File: src/iirdf2_pkg.sv
// Shared types, widths, register indexes and the control program for the
// direct form II IIR filter. No dependencies.
`timescale 1ns / 1ps

package iirdf2_pkg;

	localparam int SAMPLE_W  = 16;
	localparam int COEF_W    = 18;
	localparam int FRAC_W    = 14;
	localparam int STATE_W   = 24;
	localparam int MAX_TAPS  = 3;
	localparam int PROD_W    = COEF_W + STATE_W;
	localparam int ACC_W     = PROD_W + 3;
	localparam int RND_W     = ACC_W - FRAC_W;
	localparam int NUM_FF    = MAX_TAPS + 1;
	localparam int NUM_FB    = MAX_TAPS;
	localparam int TAP_SEL_W = 2;
	localparam int CFG_IDX_W = 3;
	localparam int PC_W      = 3;
	localparam int PROG_LEN  = 5;

	typedef logic signed [SAMPLE_W-1:0] sample_t;
	typedef logic signed [COEF_W-1:0]   coef_t;
	typedef logic signed [STATE_W-1:0]  state_t;
	typedef logic signed [PROD_W-1:0]   prod_t;
	typedef logic signed [ACC_W-1:0]    acc_t;
	typedef logic signed [RND_W-1:0]    rnd_t;
	typedef logic [PC_W-1:0]            pc_t;
	typedef logic [CFG_IDX_W-1:0]       cfg_idx_t;

	localparam coef_t COEF_B0_RESET = coef_t'(16384);

	localparam cfg_idx_t REG_FF_COEF_0 = cfg_idx_t'(0);
	localparam cfg_idx_t REG_FF_COEF_1 = cfg_idx_t'(1);
	localparam cfg_idx_t REG_FF_COEF_2 = cfg_idx_t'(2);
	localparam cfg_idx_t REG_FF_COEF_3 = cfg_idx_t'(3);
	localparam cfg_idx_t REG_FB_COEF_1 = cfg_idx_t'(4);
	localparam cfg_idx_t REG_FB_COEF_2 = cfg_idx_t'(5);
	localparam cfg_idx_t REG_FB_COEF_3 = cfg_idx_t'(6);

	typedef enum logic [2:0] {
		OP_NOP,
		OP_LOAD,
		OP_MAC,
		OP_RND_W,
		OP_MAC_B0,
		OP_RND_Y
	} op_t;

	typedef enum logic [1:0] {
		COND_NONE,
		COND_WAIT_IN,
		COND_TAP_MORE,
		COND_WAIT_OUT
	} cond_t;

	typedef struct packed {
		op_t   op;
		cond_t cond;
		pc_t   target;
	} ctrl_t;

	typedef struct packed {
		op_t  op;
		logic fire;
	} dp_ctrl_t;

	localparam pc_t PC_IDLE  = pc_t'(0);
	localparam pc_t PC_MAC   = pc_t'(1);
	localparam pc_t PC_RND_W = pc_t'(2);
	localparam pc_t PC_B0    = pc_t'(3);
	localparam pc_t PC_RND_Y = pc_t'(4);

	function automatic ctrl_t ucode(pc_t pc);
		ctrl_t c;
		case (pc)
			PC_IDLE:  c = '{op: OP_LOAD,   cond: COND_WAIT_IN,  target: PC_IDLE};
			PC_MAC:   c = '{op: OP_MAC,    cond: COND_TAP_MORE, target: PC_MAC};
			PC_RND_W: c = '{op: OP_RND_W,  cond: COND_NONE,     target: PC_IDLE};
			PC_B0:    c = '{op: OP_MAC_B0, cond: COND_NONE,     target: PC_IDLE};
			PC_RND_Y: c = '{op: OP_RND_Y,  cond: COND_WAIT_OUT, target: PC_RND_Y};
			default:  c = '{op: OP_NOP,    cond: COND_NONE,     target: PC_IDLE};
		endcase
		return c;
	endfunction

endpackage

File: src/iirdf2_seq.sv
// Microcode sequencer: step counter, control ROM lookup, jump logic and tap
// counter. Depends on iirdf2_pkg.
`timescale 1ns / 1ps

module iirdf2_seq
	import iirdf2_pkg::*;
#(
	parameter int ORDER = 3,
	parameter int TAP_W = 2
) (
	input  logic             clk,
	input  logic             arst_n,
	input  logic             in_valid,
	input  logic             out_busy,
	output dp_ctrl_t         dp_ctrl,
	output logic [TAP_W-1:0] tap
);

	pc_t              pc_q;
	pc_t              pc_next;
	pc_t              pc_inc;
	logic [TAP_W-1:0] tap_q;
	ctrl_t            ctrl;
	logic             jump;
	logic             fire;
	logic             tap_last;

	assign ctrl     = ucode(pc_q);
	assign tap_last = (tap_q == TAP_W'(ORDER - 1));
	assign pc_inc   = (pc_q == pc_t'(PROG_LEN - 1)) ? PC_IDLE : pc_q + pc_t'(1);

	always_comb begin
		case (ctrl.cond)
			COND_WAIT_IN:  jump = !in_valid;
			COND_TAP_MORE: jump = !tap_last;
			COND_WAIT_OUT: jump = out_busy;
			default:       jump = 1'b0;
		endcase
	end

	always_comb begin
		case (ctrl.cond)
			COND_WAIT_IN:  fire = in_valid;
			COND_WAIT_OUT: fire = !out_busy;
			default:       fire = 1'b1;
		endcase
	end

	assign pc_next = jump ? ctrl.target : pc_inc;

	always_ff @(posedge clk or negedge arst_n) begin
		if (!arst_n) begin
			pc_q  <= PC_IDLE;
			tap_q <= '0;
		end else begin
			pc_q <= pc_next;
			if (ctrl.op == OP_LOAD && fire) begin
				tap_q <= '0;
			end else if (ctrl.op == OP_MAC && !tap_last) begin
				tap_q <= tap_q + TAP_W'(1);
			end
		end
	end

	assign dp_ctrl.op   = ctrl.op;
	assign dp_ctrl.fire = fire;
	assign tap          = tap_q;

`ifndef SYNTHESIS
	a_tap_range: assert property (@(posedge clk) disable iff (!arst_n)
		tap_q <= TAP_W'(ORDER - 1))
		else $error("tap counter past filter order");

	a_accept_to_mac: assert property (@(posedge clk) disable iff (!arst_n)
		(ctrl.op == OP_LOAD && fire) |=> (pc_q == PC_MAC && tap_q == '0))
		else $error("request accepted but tap loop not started");

	a_result_to_idle: assert property (@(posedge clk) disable iff (!arst_n)
		(ctrl.op == OP_RND_Y && fire) |=> (pc_q == PC_IDLE))
		else $error("sequencer did not return to idle after result");

	a_hold_on_busy: assert property (@(posedge clk) disable iff (!arst_n)
		(ctrl.op == OP_RND_Y && out_busy) |=> (ctrl.op == OP_RND_Y))
		else $error("result step left while output register full");
`endif

endmodule

File: src/iirdf2_dp.sv
// Datapath: two multiply-accumulate units, rounding and saturation, delay line
// and output register. Driven by the sequencer; depends on iirdf2_pkg.
`timescale 1ns / 1ps

module iirdf2_dp
	import iirdf2_pkg::*;
#(
	parameter int ORDER = 3,
	parameter int TAP_W = 2
) (
	input  logic             clk,
	input  logic             arst_n,
	input  dp_ctrl_t         dp_ctrl,
	input  logic [TAP_W-1:0] tap,
	input  coef_t            ff_coef [NUM_FF],
	input  coef_t            fb_coef [NUM_FB],
	input  sample_t          sample_in,
	input  logic             out_stall,
	output logic             out_valid,
	output sample_t          sample_out
);

	state_t                 d_q [ORDER];
	acc_t                   w_acc_q;
	acc_t                   y_acc_q;
	state_t                 w_q;
	sample_t                sample_out_q;
	logic                   out_valid_q;
	logic [TAP_SEL_W-1:0]   fb_idx;
	logic [TAP_SEL_W-1:0]   ff_idx;
	coef_t                  ma_coef;
	coef_t                  mb_coef;
	state_t                 ma_data;
	state_t                 mb_data;
	prod_t                  prod_a;
	prod_t                  prod_b;
	rnd_t                   w_rnd;
	rnd_t                   y_rnd;
	state_t                 w_sat;
	sample_t                y_sat;

	function automatic rnd_t round_q(acc_t v);
		acc_t t;
		t = v + acc_t'(2 ** (FRAC_W - 1));
		return rnd_t'(t[ACC_W-1:FRAC_W]);
	endfunction

	assign fb_idx = TAP_SEL_W'(tap);
	assign ff_idx = TAP_SEL_W'(tap) + TAP_SEL_W'(1);

	assign ma_coef = fb_coef[fb_idx];
	assign ma_data = d_q[tap];
	assign mb_coef = (dp_ctrl.op == OP_MAC_B0) ? ff_coef[0] : ff_coef[ff_idx];
	assign mb_data = (dp_ctrl.op == OP_MAC_B0) ? w_q : d_q[tap];

	assign prod_a = prod_t'(ma_coef) * prod_t'(ma_data);
	assign prod_b = prod_t'(mb_coef) * prod_t'(mb_data);

	assign w_rnd = round_q(w_acc_q);
	assign y_rnd = round_q(y_acc_q);

	always_comb begin
		if ((&w_rnd[RND_W-1:STATE_W-1]) || !(|w_rnd[RND_W-1:STATE_W-1])) begin
			w_sat = w_rnd[STATE_W-1:0];
		end else if (w_rnd[RND_W-1]) begin
			w_sat = {1'b1, {(STATE_W-1){1'b0}}};
		end else begin
			w_sat = {1'b0, {(STATE_W-1){1'b1}}};
		end
	end

	always_comb begin
		if ((&y_rnd[RND_W-1:SAMPLE_W-1]) || !(|y_rnd[RND_W-1:SAMPLE_W-1])) begin
			y_sat = y_rnd[SAMPLE_W-1:0];
		end else if (y_rnd[RND_W-1]) begin
			y_sat = {1'b1, {(SAMPLE_W-1){1'b0}}};
		end else begin
			y_sat = {1'b0, {(SAMPLE_W-1){1'b1}}};
		end
	end

	always_ff @(posedge clk) begin
		if (dp_ctrl.fire) begin
			case (dp_ctrl.op)
				OP_LOAD: begin
					w_acc_q <= acc_t'(sample_in) <<< FRAC_W;
					y_acc_q <= '0;
				end
				OP_MAC: begin
					w_acc_q <= w_acc_q - acc_t'(prod_a);
					y_acc_q <= y_acc_q + acc_t'(prod_b);
				end
				OP_RND_W: begin
					w_q <= w_sat;
				end
				OP_MAC_B0: begin
					y_acc_q <= y_acc_q + acc_t'(prod_b);
				end
				OP_RND_Y: begin
					sample_out_q <= y_sat;
				end
				default: begin
				end
			endcase
		end
	end

	always_ff @(posedge clk or negedge arst_n) begin
		if (!arst_n) begin
			for (int k = 0; k < ORDER; k++) begin
				d_q[k] <= '0;
			end
			out_valid_q <= 1'b0;
		end else begin
			if (dp_ctrl.op == OP_RND_Y && dp_ctrl.fire) begin
				for (int k = ORDER - 1; k > 0; k--) begin
					d_q[k] <= d_q[k-1];
				end
				d_q[0]      <= w_q;
				out_valid_q <= 1'b1;
			end else if (out_valid_q && !out_stall) begin
				out_valid_q <= 1'b0;
			end
		end
	end

	assign out_valid  = out_valid_q;
	assign sample_out = sample_out_q;

endmodule

File: src/iir_direct_form_two.sv
// Direct form II IIR filter, order up to three. A new request is accepted only
// in the idle step, after the previous sample's result is registered. The
// control program runs one shared feedback/feedforward multiply-accumulate
// step per tap, then rounding of w, the b0 product and rounding of y, which
// waits while the output register is full. Reset clears the delay line, loads
// b0 = 1.0 with all other coefficients zero, and returns the sequencer to idle.
`timescale 1ns / 1ps

module iir_direct_form_two
	import iirdf2_pkg::*;
#(
	parameter int ORDER = 3
) (
	input  logic     clk,
	input  logic     arst_n,
	input  logic     cfg_we,
	input  cfg_idx_t cfg_index,
	input  coef_t    cfg_data,
	input  logic     in_valid,
	output logic     in_stall,
	input  sample_t  sample_in,
	output logic     out_valid,
	input  logic     out_stall,
	output sample_t  sample_out
);

	localparam int TAP_W = (ORDER > 1) ? $clog2(ORDER) : 1;

	coef_t            ff_coef_q [NUM_FF];
	coef_t            fb_coef_q [NUM_FB];
	dp_ctrl_t         dp_ctrl;
	logic [TAP_W-1:0] tap;
	logic             out_busy;

	always_ff @(posedge clk or negedge arst_n) begin
		if (!arst_n) begin
			ff_coef_q[0] <= COEF_B0_RESET;
			ff_coef_q[1] <= '0;
			ff_coef_q[2] <= '0;
			ff_coef_q[3] <= '0;
			fb_coef_q[0] <= '0;
			fb_coef_q[1] <= '0;
			fb_coef_q[2] <= '0;
		end else if (cfg_we) begin
			case (cfg_index)
				REG_FF_COEF_0: ff_coef_q[0] <= cfg_data;
				REG_FF_COEF_1: ff_coef_q[1] <= cfg_data;
				REG_FF_COEF_2: ff_coef_q[2] <= cfg_data;
				REG_FF_COEF_3: ff_coef_q[3] <= cfg_data;
				REG_FB_COEF_1: fb_coef_q[0] <= cfg_data;
				REG_FB_COEF_2: fb_coef_q[1] <= cfg_data;
				REG_FB_COEF_3: fb_coef_q[2] <= cfg_data;
				default: begin
				end
			endcase
		end
	end

	assign out_busy = out_valid && out_stall;
	assign in_stall = (dp_ctrl.op != OP_LOAD);

	iirdf2_seq #(
		.ORDER(ORDER),
		.TAP_W(TAP_W)
	) u_seq (
		.clk     (clk),
		.arst_n  (arst_n),
		.in_valid(in_valid),
		.out_busy(out_busy),
		.dp_ctrl (dp_ctrl),
		.tap     (tap)
	);

	iirdf2_dp #(
		.ORDER(ORDER),
		.TAP_W(TAP_W)
	) u_dp (
		.clk       (clk),
		.arst_n    (arst_n),
		.dp_ctrl   (dp_ctrl),
		.tap       (tap),
		.ff_coef   (ff_coef_q),
		.fb_coef   (fb_coef_q),
		.sample_in (sample_in),
		.out_stall (out_stall),
		.out_valid (out_valid),
		.sample_out(sample_out)
	);

endmodule

File: config.mk
export PLATFORM = sky130hd
export DESIGN_NAME = iir_direct_form_two
export DESIGN_NICKNAME = d
export VERILOG_FILES = /design/src/iirdf2_pkg.sv /design/src/iirdf2_seq.sv /design/src/iirdf2_dp.sv /design/src/iir_direct_form_two.sv
export SDC_FILE = /design/constraint.sdc
export NUM_CORES = 2
export LEC_CHECK = 0
export BUFFER_PORTS_ARGS = -buffer_cell sky130_fd_sc_hd__buf_2
export CAP_MARGIN = 25
export CELL_PAD_IN_SITES_DETAIL_PLACEMENT = 1
export CELL_PAD_IN_SITES_GLOBAL_PLACEMENT = 1
export CORE_MARGIN = 2
export CORE_UTILIZATION = 40
export CTS_BUF_LIST = sky130_fd_sc_hd__clkbuf_4 sky130_fd_sc_hd__clkbuf_8
export DETAILED_ROUTE_END_ITERATION = 10
export PLACE_DENSITY = 0.66
export SETUP_SLACK_MARGIN = 0.05
export SLEW_MARGIN = 10
export SYNTH_ARGS = -nofsm -noshare
export SYNTH_HDL_FRONTEND = slang
export SYNTH_HIERARCHICAL = 1
export SYNTH_SLANG_ARGS = --single-unit
File: constraint.sdc
create_clock -name clk -period 22.5 [get_ports clk]
set_input_delay 1.125 -clock clk [delete_from_list [all_inputs] [get_ports clk]]
set_output_delay 1.125 -clock clk [all_outputs]
set_load 0.01 [all_outputs]
==> flow_results.org <==
** Critical path
- The worst setup path is launched from a register.
- Maximum net fanout on the critical path :: 57
- STA puts the critical path data required time at 22960 ps.
- The worst setup path is captured at a register.
- Worst Path Buf+Inv :: 5
- Largest stage delay on the critical path :: 840 ps
- Reg-to-reg critical path startpoint :: u_seq/tap[1]$_DFFE_PN0P_
- Data arrival time of the critical path :: 10560 ps
- Family with the most delay on the worst path :: adder cells
- Critical Path Slowest Stage Cell :: dfrtp_4
- Crit path kind :: reg2reg
- Worst setup path startpoint :: u_seq/tap[1]$_DFFE_PN0P_
- CP most frequent cell :: fa_1

** Clocking
- In this run the deepest clock path goes through 3 buffers.
- CTS built an H-tree with a depth of 3.
- Num CTS Buffers :: 67
- Clock tree sinks :: 334
- Gates resized, CTS repair :: 0
- Clock Tree Root :: clkbuf_8
- TritonCTS clock tree :: built
- Hold repair after CTS inserted 0 buffers.
- The number of setup buffers added after CTS is 0.
- For the worst-skew pair, the clock arrives at the later sink with an insertion delay of 750 ps.
- Clock-pin slew on the worst setup and hold paths :: 60 ps

** Route
- Vias per cell :: 5.222
- 1st-pass router iterations :: 5
- WL/cell :: around 22 microns
- The routed layout has 36510 vias.
- Post-route DRC :: 0
- Final antenna-violating net count :: 0
- Summed over all layers, the routed wires come to roughly 150000 microns.
- DRT iter0 DRCs :: 2064

** Run
- Max cap viols :: 0

** Layout
- Area occupied by registers :: 0.009015 sq mm
- Total number of nets in the final design :: 6557
- Layout cells sized above 1 :: a little under a tenth
- Summing all multi-input logic gate instances after layout gives 0.03638 sq mm.
- Layout overhead on the synthesized area :: 7.178%
- Number of fillers in the final layout :: 14190

** Die
- The die covers roughly 0.13 sq mm.
- For this design the top-level I/O count stands at 60.
- The region available for standard cell placement spans 0.1240 sq mm.
- From bottom edge to top edge, the die measures 357.9 microns.
- For this configuration, the core starts out at a cell density of 40.42%.
- After floorplanning, the core was divided into 129 placement rows.
- Die boundary width :: 357.9 microns

** Timing
- Worst setup skew after layout :: between 60 and 70 ps
- Maximum operating frequency :: 98.97 MHz
- Final hold violations :: 0
- Dividing the final minimum period by the clock period gives about 45%.
- For the pin with the worst max-slew slack, the measured transition is 1048 ps.
- The worst path in the final design needs a cycle of 10100 ps, including I/O delays and setup.
- Measured against its own limit, the worst slew margin works out to 29.40%.
- Unrepaired setup endpoints after global routing :: false
- Pins Over Slew Limit :: 0
- After routing, the total negative slack on setup checks comes to 0 ps.
- Setup violations remaining at the end of the flow were counted as 0.

** Synth
- Ranking of synthesized cells by area :: fa_1 (38%), dfrtp_1 (10%), edfxtp_1 (7.8%)
- A synthesized cell averages 9.405 sq um.
- During synthesis, Yosys emitted a total of 6 warnings.
- By instance count, the leading cell after synthesis is inv_1.
- Number of unique standard cell types used by synthesis :: 95
- For this run, the leading register cell type out of synthesis is dfrtp_1.
- The synthesized netlist occupies a cell area of 0.05010 sq mm.
- The synthesized design contains 334 register bits.
- Number of instances in the synthesized netlist :: roughly 5300
- In this run, synthesis inferred 130 flip-flops with an integrated enable.
- The commonest cells after synthesis are inv_1 (1040), fa_1 (958), nand2_1 (819).
- The biggest area contributor in the post-synthesis netlist is fa_1.
- Sequential share of the synthesized area :: 17.98%
- Portion of synthesized cell area occupied by the leading cell type :: 38.28%
- Asr flop ratio synth :: 61.08%
- Net count after synthesis :: 6583

** Global route
- Global routing consumed, over all layers together, about a quarter of the routing resources.
- Residual overflow from global routing :: 0
- The number of global-route vias before repair is 41420.
- Maximum number of pins on one net before global-route repair :: 100
- Number of antenna violations at the first check in global routing :: 5
- The first global-routing pass estimated 243800 microns of wire.

** Placement
- During placement, the flow inserted port buffers numbering 59.
- At the end of routability-driven placement, the weighted congestion stood at 0.8974.
- The wire-length estimate of the detail-placed layout is 123000 microns.

** Min path
- Critical hold path startpoint :: u_dp/w_q[7]$_DFFE_PP_
- Kind of path behind the tightest hold check :: reg2reg

** Run status
- Outcome :: completed
[metal layers]
layer / GRT usage [%] / share of wire (%) / vias to the layer above
met5: 0 / 0.0086 / -
met4: 7.038 / 3.1 / 2
met3: 3.786 / 5.0 / 211
met2: 40.37 / 47 / 780
met1: 34.13 / 45 / 19160
li1: - / - / 16360
[final cells by class]
cell class	instances	share of cell area [%]
multi-input combinational	3717	67.75
sequential	334	16.79
inverter	1041	7.280
tap	1637	3.815
clock buffer	102	2.300
timing repair buffer	140	1.745
clock inverter	17	0.3076
antenna	3	0.01398
[tightest hold or removal path: cells and delay by family, from the launching register on]
kind	cells	cell delay (ps)
flops	1	360
simple gates	2	110
[registers in the layout, indices dropped and copies added (netlist names)]
register and cells:
u_dp/out_valid 1, u_dp/w_acc_q 45, fb_coef_q 54, u_dp/d_q 72
u_seq/tap 2, u_seq/pc_q 3, u_dp/sample_out 16, u_dp/w_q 24
ff_coef_q 72, u_dp/y_acc_q 45
[path summary, 6_finish.rpt]
check | to | slack [ps] | cells past startpoint
worst max register to register | u_dp/y_acc_q[32]$_SDFFCE_PN0P_ | 12400 | 28
worst min-delay path | u_dp/d_q[55]$_DFFE_PN0P_ | 470 | 2
worst max-delay path | u_dp/y_acc_q[32]$_SDFFCE_PN0P_ | 12400 | 28
worst min register to register | u_dp/d_q[55]$_DFFE_PN0P_ | 470 | 2
min in group asynchronous | u_seq/pc_q[0]$_DFF_PN0_ | 500 | 1
max in group asynchronous | u_dp/d_q[47]$_DFFE_PN0P_ | 19980 | 3
[stage by stage]
step	hold WS [ps]	std cells	utilization [%]	area [sq um]	setup slack, ps
after floorplan	441.5	5327	-	50100	13660
after global placement	452.6	6864	42.13	52230	12460
after detailed placement	462.5	6865	42.14	52230	12240
after CTS	443.3	6984	43.26	53630	12270
after global routing	487.1	6991	43.32	53700	11900
final	468.7	6991	43.32	53700	12400
[logic make-up after synthesis]
kind of cell / synth area share, %
buffers and inverters: 9.700
XOR/XNOR: 2.482
adder cells (fa/ha/maj): 44.67
flip-flops: 17.98
AND/OR/NAND/NOR: 13.59
AO/OA/AOI/OAI: 7.253
multiplexers: 4.316
[cells in the final DEF, fill, tap and decap left out, types with 27 or more instances in the layout]
cell type / instances
o21ai_0: 128
buf_4: 78
clkbuf_8: 76
fa_1: 958
nand4_1: 30
o21a_1: 27
a21o_1: 85
nand3_1: 42
clkbuf_4: 27
a21oi_1: 146
buf_2: 59
ha_1: 256
dfrtp_1: 201
and2_1: 36
mux2i_1: 48
edfxtp_1: 130
nor3_1: 37
inv_1: 1040
nor2_1: 496
mux2_2: 136
xor2_1: 46
xnor2_1: 96
nand2_1: 819
Power is left out: the tool's default activity adds up to more than one toggle a clock period on the data nets, which glitch-free logic cannot reach.
